$ cat config.mk
export PLATFORM = sky130hd
export DESIGN_NAME = quadtree_node_index
export DESIGN_NICKNAME = d
export VERILOG_FILES = /design/src/rtl/qni_pkg.sv /design/src/rtl/qni_offset.sv /design/src/rtl/qni_div.sv /design/src/rtl/qni_encode.sv /design/src/rtl/quadtree_node_index.sv
export SDC_FILE = /design/constraint.sdc
export NUM_CORES = 2
export LEC_CHECK = 0
export BUFFER_PORTS_ARGS = -buffer_cell sky130_fd_sc_hd__buf_4
export CORE_MARGIN = 8
export CORE_UTILIZATION = 45
export DETAILED_ROUTE_END_ITERATION = 6
export PLACE_DENSITY = 0.72
export REMOVE_ABC_BUFFERS = 1
export SYNTH_ARGS = -nofsm -noshare
export SYNTH_HDL_FRONTEND = slang
export SYNTH_SLANG_ARGS = --single-unit
$ cat constraint.sdc
create_clock -name clk -period 6.9 [get_ports clk]
set_input_delay 1.38 -clock clk [delete_from_list [all_inputs] [get_ports clk]]
set_output_delay 1.38 -clock clk [all_outputs]
set_load 0.01 [all_outputs]
$ cat src/rtl/qni_pkg.sv
// Shared constants, types and helper functions of the quadtree node index block.
// Has no dependencies. Every other file in rtl uses it by scoped names.
`default_nettype none

package qni_pkg;

	localparam int LEVELS      = 5;
	localparam int COORD_WIDTH = 24;
	localparam int NODE_W      = 11;
	localparam int LEVEL_W     = 3;
	localparam int REG_IDX_W   = 2;
	localparam int LANES       = 4;

	localparam int RST_ORIGIN_X     = -216000;
	localparam int RST_ORIGIN_Z     = -216000;
	localparam int RST_FIELD_LENGTH = 432000;
	localparam int RST_CELL_LENGTH  = 13500;

	typedef enum logic [REG_IDX_W-1:0] {
		REG_ORIGIN_X,
		REG_ORIGIN_Z,
		REG_FIELD_LENGTH,
		REG_CELL_LENGTH
	} reg_index_t;

	// Base offset of a tree level in the linear layout: 1 + 4 + ... + 4^(lvl-1).
	function automatic longint unsigned level_base(input int lvl);
		longint unsigned b;
		b = 0;
		for (int i = 0; i < lvl; i++) begin
			b = (b << 2) | 64'd1;
		end
		return b;
	endfunction

endpackage

`default_nettype wire

$ cat src/rtl/qni_offset.sv
// First pipeline stage: subtracts the field origin from each corner coordinate
// and clamps the offset to the field. Uses qni_pkg.
`default_nettype none

module qni_offset #(
	parameter int COORD_WIDTH = qni_pkg::COORD_WIDTH
) (
	input  logic                          clk,
	input  logic                          arst_n,
	input  logic                          valid_in,
	input  logic signed [COORD_WIDTH-1:0] coord [qni_pkg::LANES],
	input  logic signed [COORD_WIDTH-1:0] origin_x,
	input  logic signed [COORD_WIDTH-1:0] origin_z,
	input  logic        [COORD_WIDTH-2:0] clamp_hi,
	output logic                          valid_s1,
	output logic        [COORD_WIDTH-2:0] pos_s1 [qni_pkg::LANES]
);

	logic [COORD_WIDTH-2:0] pos_d [qni_pkg::LANES];

	for (genvar l = 0; l < qni_pkg::LANES; l++) begin : g_lane
		logic signed [COORD_WIDTH-1:0] org;
		logic signed [COORD_WIDTH:0]   diff;

		assign org  = (l % 2 == 0) ? origin_x : origin_z;
		assign diff = {coord[l][COORD_WIDTH-1], coord[l]} - {org[COORD_WIDTH-1], org};

		always_comb begin
			if (diff[COORD_WIDTH]) begin
				pos_d[l] = '0;
			end else if (diff[COORD_WIDTH-1:0] > {1'b0, clamp_hi}) begin
				pos_d[l] = clamp_hi;
			end else begin
				pos_d[l] = diff[COORD_WIDTH-2:0];
			end
		end
	end

	always_ff @(posedge clk or negedge arst_n) begin
		if (!arst_n) begin
			valid_s1 <= 1'b0;
		end else begin
			valid_s1 <= valid_in;
		end
	end

	always_ff @(posedge clk) begin
		pos_s1 <= pos_d;
	end

endmodule

`default_nettype wire

$ cat src/rtl/qni_div.sv
// Pipelined restoring divider that turns clamped offsets into saturated cell numbers.
// One stage checks saturation, then one stage per quotient bit. Uses qni_pkg.
`default_nettype none

module qni_div #(
	parameter int COORD_WIDTH = qni_pkg::COORD_WIDTH,
	parameter int LEVELS      = qni_pkg::LEVELS
) (
	input  logic                   clk,
	input  logic                   arst_n,
	input  logic                   valid_in,
	input  logic [COORD_WIDTH-2:0] num [qni_pkg::LANES],
	input  logic [COORD_WIDTH-2:0] den,
	output logic                   valid_out,
	output logic [LEVELS-1:0]      quo [qni_pkg::LANES]
);

	localparam int NW = COORD_WIDTH - 1;
	localparam int RW = NW + LEVELS;

	logic [LEVELS:0]              vld_s;
	logic [LEVELS:0]              vld_d;
	logic [NW-1:0]                rem_s [LEVELS+1][qni_pkg::LANES];
	logic [NW-1:0]                rem_d [LEVELS+1][qni_pkg::LANES];
	logic [LEVELS-1:0]            quo_s [LEVELS+1][qni_pkg::LANES];
	logic [LEVELS-1:0]            quo_d [LEVELS+1][qni_pkg::LANES];
	logic [qni_pkg::LANES-1:0]    sat_s [LEVELS+1];
	logic [qni_pkg::LANES-1:0]    sat_d [LEVELS+1];

	always_comb begin
		logic [RW-1:0] dsh;
		logic          ge;
		dsh = '0;
		ge  = 1'b0;
		vld_d = {vld_s[LEVELS-1:0], valid_in};
		for (int l = 0; l < qni_pkg::LANES; l++) begin
			rem_d[0][l]    = num[l];
			quo_d[0][l]    = '0;
			sat_d[0][l]    = {{LEVELS{1'b0}}, num[l]} >= {den, {LEVELS{1'b0}}};
		end
		for (int s = 1; s <= LEVELS; s++) begin
			sat_d[s] = sat_s[s-1];
			for (int l = 0; l < qni_pkg::LANES; l++) begin
				dsh = RW'(den) << (LEVELS - s);
				ge  = RW'(rem_s[s-1][l]) >= dsh;
				rem_d[s][l] = ge ? rem_s[s-1][l] - dsh[NW-1:0] : rem_s[s-1][l];
				quo_d[s][l] = quo_s[s-1][l];
				quo_d[s][l][LEVELS-s] = ge;
			end
		end
	end

	always_ff @(posedge clk or negedge arst_n) begin
		if (!arst_n) begin
			vld_s <= '0;
		end else begin
			vld_s <= vld_d;
		end
	end

	always_ff @(posedge clk) begin
		rem_s <= rem_d;
		quo_s <= quo_d;
		sat_s <= sat_d;
	end

	assign valid_out = vld_s[LEVELS];

	for (genvar l = 0; l < qni_pkg::LANES; l++) begin : g_out
		assign quo[l] = sat_s[LEVELS][l] ? {LEVELS{1'b1}} : quo_s[LEVELS][l];
	end

endmodule

`default_nettype wire

$ cat src/rtl/qni_encode.sv
// Last two pipeline stages: Morton interleave, level search on the code difference,
// then shift to the level and add the level base offset. Uses qni_pkg.
`default_nettype none

module qni_encode #(
	parameter int LEVELS = qni_pkg::LEVELS
) (
	input  logic                        clk,
	input  logic                        arst_n,
	input  logic                        valid_in,
	input  logic [LEVELS-1:0]           cell_no [qni_pkg::LANES],
	output logic                        done,
	output logic [qni_pkg::NODE_W-1:0]  node_index,
	output logic [qni_pkg::LEVEL_W-1:0] tree_level
);

	localparam int CW   = 2 * LEVELS;
	localparam int LW   = $clog2(LEVELS + 1);
	localparam int SUMW = (CW + 1 > qni_pkg::NODE_W) ? CW + 1 : qni_pkg::NODE_W;
	localparam int LVW  = (LW > qni_pkg::LEVEL_W) ? LW : qni_pkg::LEVEL_W;

	logic [CW-1:0]   code1;
	logic [CW-1:0]   code2;
	logic [CW-1:0]   diff;
	logic [LW-1:0]   lvl_d;
	logic [SUMW-1:0] base_tab [LEVELS+1];

	logic            vld_s1;
	logic [CW-1:0]   code1_s1;
	logic [LW-1:0]   lvl_s1;

	logic [LW:0]     shamt;
	logic [SUMW-1:0] sum;
	logic [LVW-1:0]  lvl_ext;

	logic                        vld_s2;
	logic [qni_pkg::NODE_W-1:0]  node_s2;
	logic [qni_pkg::LEVEL_W-1:0] level_s2;

	for (genvar g = 0; g <= LEVELS; g++) begin : g_base
		assign base_tab[g] = SUMW'(qni_pkg::level_base(g));
	end

	for (genvar i = 0; i < LEVELS; i++) begin : g_interleave
		assign code1[2*i]   = cell_no[0][i];
		assign code1[2*i+1] = cell_no[1][i];
		assign code2[2*i]   = cell_no[2][i];
		assign code2[2*i+1] = cell_no[3][i];
	end

	assign diff = code1 ^ code2;

	always_comb begin
		lvl_d = LW'(LEVELS);
		for (int i = 0; i < LEVELS; i++) begin
			if (diff[2*i +: 2] != 2'b00) begin
				lvl_d = LW'(LEVELS - 1 - i);
			end
		end
	end

	assign shamt   = {LW'(LEVELS) - lvl_s1, 1'b0};
	assign sum     = base_tab[lvl_s1] + (SUMW'(code1_s1) >> shamt);
	assign lvl_ext = LVW'(lvl_s1);

	always_ff @(posedge clk or negedge arst_n) begin
		if (!arst_n) begin
			vld_s1 <= 1'b0;
			vld_s2 <= 1'b0;
		end else begin
			vld_s1 <= valid_in;
			vld_s2 <= vld_s1;
		end
	end

	always_ff @(posedge clk) begin
		code1_s1 <= code1;
		lvl_s1   <= lvl_d;
		node_s2  <= sum[qni_pkg::NODE_W-1:0];
		level_s2 <= lvl_ext[qni_pkg::LEVEL_W-1:0];
	end

	assign done       = vld_s2;
	assign node_index = node_s2;
	assign tree_level = level_s2;

endmodule

`default_nettype wire

$ cat src/rtl/quadtree_node_index.sv
// Quadtree node index: maps a bounding box to its node in a linear quadtree.
// The pipeline from start to done has one clamp stage,
// LEVELS + 1 divider stages and two encode stages.
// Throughput is one box per cycle; busy stays low and the receiver cannot stall.
// Reset clears all valid bits and loads the configuration registers with their defaults.
`default_nettype none

module quadtree_node_index #(
	parameter int LEVELS      = qni_pkg::LEVELS,
	parameter int COORD_WIDTH = qni_pkg::COORD_WIDTH
) (
	input  logic                            clk,
	input  logic                            arst_n,
	input  logic                            start,
	output logic                            busy,
	input  logic signed [COORD_WIDTH-1:0]   min_x,
	input  logic signed [COORD_WIDTH-1:0]   min_z,
	input  logic signed [COORD_WIDTH-1:0]   max_x,
	input  logic signed [COORD_WIDTH-1:0]   max_z,
	input  logic                            wr_en,
	input  logic [qni_pkg::REG_IDX_W-1:0]   wr_index,
	input  logic [COORD_WIDTH-1:0]          wr_data,
	output logic                            done,
	output logic [qni_pkg::NODE_W-1:0]      node_index,
	output logic [qni_pkg::LEVEL_W-1:0]     tree_level
);

	logic signed [COORD_WIDTH-1:0] origin_x_q;
	logic signed [COORD_WIDTH-1:0] origin_z_q;
	logic        [COORD_WIDTH-2:0] clamp_hi_q;
	logic        [COORD_WIDTH-2:0] cell_length_q;

	logic signed [COORD_WIDTH-1:0] coord [qni_pkg::LANES];
	logic                          off_valid;
	logic        [COORD_WIDTH-2:0] off_pos [qni_pkg::LANES];
	logic                          div_valid;
	logic        [LEVELS-1:0]      cell_no [qni_pkg::LANES];

	assign busy = 1'b0;

	always_ff @(posedge clk or negedge arst_n) begin
		if (!arst_n) begin
			origin_x_q    <= COORD_WIDTH'(qni_pkg::RST_ORIGIN_X);
			origin_z_q    <= COORD_WIDTH'(qni_pkg::RST_ORIGIN_Z);
			clamp_hi_q    <= (COORD_WIDTH-1)'(qni_pkg::RST_FIELD_LENGTH - 1);
			cell_length_q <= (COORD_WIDTH-1)'(qni_pkg::RST_CELL_LENGTH);
		end else if (wr_en) begin
			case (qni_pkg::reg_index_t'(wr_index))
				qni_pkg::REG_ORIGIN_X: begin
					origin_x_q <= wr_data;
				end
				qni_pkg::REG_ORIGIN_Z: begin
					origin_z_q <= wr_data;
				end
				qni_pkg::REG_FIELD_LENGTH: begin
					clamp_hi_q <= (wr_data[COORD_WIDTH-2:0] == '0) ? '0 :
						wr_data[COORD_WIDTH-2:0] - 1'b1;
				end
				qni_pkg::REG_CELL_LENGTH: begin
					cell_length_q <= wr_data[COORD_WIDTH-2:0];
				end
				default: begin
				end
			endcase
		end
	end

	assign coord[0] = min_x;
	assign coord[1] = min_z;
	assign coord[2] = max_x;
	assign coord[3] = max_z;

	qni_offset #(
		.COORD_WIDTH(COORD_WIDTH)
	) u_offset (
		.clk      (clk),
		.arst_n   (arst_n),
		.valid_in (start & ~busy),
		.coord    (coord),
		.origin_x (origin_x_q),
		.origin_z (origin_z_q),
		.clamp_hi (clamp_hi_q),
		.valid_s1 (off_valid),
		.pos_s1   (off_pos)
	);

	qni_div #(
		.COORD_WIDTH(COORD_WIDTH),
		.LEVELS     (LEVELS)
	) u_div (
		.clk       (clk),
		.arst_n    (arst_n),
		.valid_in  (off_valid),
		.num       (off_pos),
		.den       (cell_length_q),
		.valid_out (div_valid),
		.quo       (cell_no)
	);

	qni_encode #(
		.LEVELS(LEVELS)
	) u_encode (
		.clk        (clk),
		.arst_n     (arst_n),
		.valid_in   (div_valid),
		.cell_no    (cell_no),
		.done       (done),
		.node_index (node_index),
		.tree_level (tree_level)
	);

endmodule

`default_nettype wire
==> summary.txt <==
STA
  – Tcrit/Tclk final: 82.66%
  – Worst setup margin: 1.196 ns
  – Fin crit period: 5.704 ns
  – Pins Over Slew Limit: 0
  – F_max: 175.3 MHz
  – Unrepaired setup endpoints after global routing: false
  – Final hold vios: 0
  – Final setup fails: 0
  – Hold slack: 0.3251 ns
  – Final TNS setup: 0 ns
  – Slew headroom: 21.66%
  – Worst Skew: 0.03523 ns
  – Slew @ Worst Pin: 1.175 ns

Clock network
  – Num CTS Buffers: 84
  – Post-CTS Resized: 0
  – CTS HTree Levels: 3
  – CTS max path bufs: 3
  – CTS sink cnt: 766
  – Number of post-CTS setup repair buffers: 0
  – Clock root buffer: clkbuf_16
  – Clk Latency, worst-skew pair: 0.67 ns
  – Post-CTS Hold Buffers: 0
  – Clk slew on worst S/H paths: 0.06 ns
  – CTS tree: built

Final layout
  – Layout area overhead: 12.12%
  – Layout cell share with drive strength beyond 1: 12.82%
  – Fin cells: 6803
  – Final core utilization: 50.91%
  – Final Cell Area: 53670 sq um
  – Ant diodes: 0
  – Final nets: 6176

Placed design
  – Placement Cell Area: 50730 sq um
  – DP Cell Count: 6648
  – Placement Setup Slack: 0.5889 ns
  – Detail Placement HPWL: 104.8 mm
  – GP Congestion: 0.9711
  – IO Port Bufs: 140

GRT
  – Grt total ovfl: 0
  – Vias in the first global route: 37848
  – Overall Global Routing Usage: 22.59%
  – Pin count of the biggest net entering global routing: 55
  – Initial antenna violation count: 2
  – First-pass GRT wire length: 211.7 mm

Die
  – Die Y: 342.1 um
  – Starting density of the core: 45.40%
  – IO Pins: 142
  – Horiz. Die Dim: 342.1 um
  – Total number of placement rows: 119
  – Core area: 105400 sq um
  – Die footprint: 117100 sq um

Detailed routing
  – Vias per inst: 5.705
  – Iteration-0 DRC Markers: 3056
  – Post-route ant nets: 0
  – Drt pass-1 iters: 6
  – WL/cell: 20.12 um
  – Post-Route WL: 136.9 mm
  – Drt drc: 0
  – Vias: 38814

Logic synthesis
  – Synth Area per Inst: 9.292 sq um
  – Complex-gate fraction of the synthesized area: 18.01%
  – Register area share after synthesis: 33.23%
  – Primary FF master, synth: dfxtp_1
  – Ys Warns: 0
  – Most common cell in the netlist: ha_1
  – Top post-synthesis cells by count: ha_1 (687), dfxtp_1 (663), a21oi_1 (376)
  – Top cell type's share of synthesized area: 27.73%
  – Mapped Cells: 5151
  – Post-synthesis simple-gate area fraction: 12.90%
  – Largest family of logic cells by synthesized area: adder cells
  – Synth Area in XOR/XNOR: 6.917%
  – Main area contributors after synthesis: dfxtp_1 (28%), ha_1 (18%), mux2_2 (5.2%)
  – Post-synth EDFFs: 0
  – Flops & latches, synth: 766
  – Synth cell types: 88
  – Mux contribution to synthesized area: 7.309%
  – Post-synthesis adder-cell area fraction: 18.80%
  – Most area-hungry cell type in the Yosys netlist: dfxtp_1
  – Mapped Area: 47860 sq um
  – Fraction of registers with async set/reset: 13.45%

Setup path
  – Crit path max fanout: 15
  – Cell chain of the critical path: buf_4 -> inv_1 -> ha_1 -> fa_1 -> nor2b_1 -> o31ai_1 -> a21oi_1 -> nor4b_1 -> o41ai_1 -> a311oi_1 -> xnor2_1 -> ha_1 -> nand4_1 -> nor2_1 -> o31a_1 -> nor3_1 -> o21ai_2 -> buf_4 -> mux2i_1 -> nor2_1
  – CP Class: primary input to register
  – Crit path capture type: register
  – Slowest CP cell: o41ai_1
  – Critical Path Max Stage Delay: 0.82 ns
  – WP data arrival: 6.24 ns
  – Required @ worst endpoint: 7.44 ns
  – Critical path launch point type: primary input

Power and ir drop
  – Peak supply drop: 0.2782 mV
  – Pleak: 25.18 nW
  – Pwr Total: 26.79 mW
  – Pwr dens: 499.2 nW/um^2

Hold path
  – Hold Path Class: register to register

Run status
  – Status: finished, final reports clean

Run
  – Max-cap violations: 0
==> cell families (layout without fill, tap and decap cells) <==
logic type               Yosys count  after routing
multiplexers                     322            322
buffers and inverters            342            603
other                              1              1
AO/OA/AOI/OAI                   1363           1363
adder cells (fa/ha/maj)          707            707
XOR/XNOR                         378            378
flip-flops                       766            766
AND/OR/NAND/NOR                 1272           1272
==> per-layer routing <==
| metal | wire length [um] | track usage, % |
|---|---|---|
| met5 | 0 | 0 |
| met4 | 7830 | 11.60 |
| met2 | 60040 | 36.37 |
| met1 | 60330 | 29.19 |
| met3 | 8658 | 3.627 |
==> path summary, 6_finish.rpt <==
path                            startpoint                  end  slack [ns]  cells past startpoint
setup / recovery                  max_x[0]  u_offset.pos_s1[29]        1.20                     20
hold / removal             u_div.quo_d[28]       u_div.quo_d[8]        0.33                      0
setup reg to reg             origin_z_q[1]  u_offset.pos_s1[49]        1.39                     18
hold reg to reg            u_div.quo_d[28]       u_div.quo_d[8]        0.33                      0
max in group asynchronous           arst_n    cell_length_q[22]        4.99                      2
min in group asynchronous           arst_n       origin_z_q[14]        0.74                      1
==> cell type report <==
type                    instances  area [sq um]
inverters                     250         938.4
clock inverters                43         501.7
well taps                    1391          1740
fillers                      9573         51750
multi-input cells            4043         30650
flip-flops and latches        766         15910
repair buffers                198          1499
clock buffers                 112          2432
==> worst max-delay path, delay by kind of cell <==
| kind | cells | cell delay (ns) |
|---|---|---|
| AO/OA/AOI/OAI | 6 | 2.22 |
| adder cells (fa/ha/maj) | 3 | 0.95 |
| AND/OR/NAND/NOR | 6 | 0.71 |
| XOR/XNOR | 1 | 0.25 |
| multiplexers | 1 | 0.23 |
| buffers and inverters | 3 | 0.48 |
==> flip-flops by register name, summed over array words and instances, names as in the netlist, 3 cells and up <==
register / cells
u_div.vld_s: 6
u_div.rem_s: 460
u_offset.pos_s1: 92
u_encode.lvl_ext: 3
clamp_hi_q: 23
origin_x_q: 24
u_encode.node_index: 11
u_encode.code1_s1: 10
u_div.sat_d: 20
u_div.sat_s: 4
cell_length_q: 23
u_div.quo_d: 40
u_div.quo_s: 20
u_encode.tree_level: 3
origin_z_q: 24
==> cell usage in the layout (no fill, tap or decap), drive strengths merged, types with 11 or more instances in the layout <==
cell type / synthesis / layout
a21boi: 22 / 22
a31oi: 40 / 40
and2: 16 / 16
a21oi: 377 / 377
or3: 28 / 28
o21bai: 34 / 34
xor2: 147 / 147
ha: 687 / 687
fa: 20 / 20
dfstp: 44 / 44
nand3b: 13 / 13
dfxtp: 663 / 663
nor2: 343 / 343
nand2b: 59 / 59
o21a: 71 / 71
nand3: 73 / 73
buf: 35 / 198
and4: 16 / 16
nand4: 76 / 76
or2: 51 / 51
a211oi: 43 / 43
o211ai: 25 / 25
mux2i: 102 / 102
o21ai: 358 / 358
nor4: 19 / 19
mux2: 220 / 220
a211o: 18 / 18
clkbuf: 57 / 112
nor2b: 83 / 83
a21o: 207 / 207
xnor2: 231 / 231
o31a: 11 / 11
dfrtp: 59 / 59
and3: 32 / 32
inv: 250 / 256
nand2: 360 / 360
a41oi: 12 / 12
o31ai: 34 / 34
clkinv: 0 / 22
nor3: 67 / 67
==> where the power goes <==
| part | internal, mW | switching (mW) | total (mW) |
|---|---|---|---|
| logic | 6.57 | 8.05 | 14.6 |
| clock network | 2.83 | 1.91 | 4.74 |
| registers | 6.26 | 1.18 | 7.44 |
Note: power is estimated with default switching activity, not from simulation.
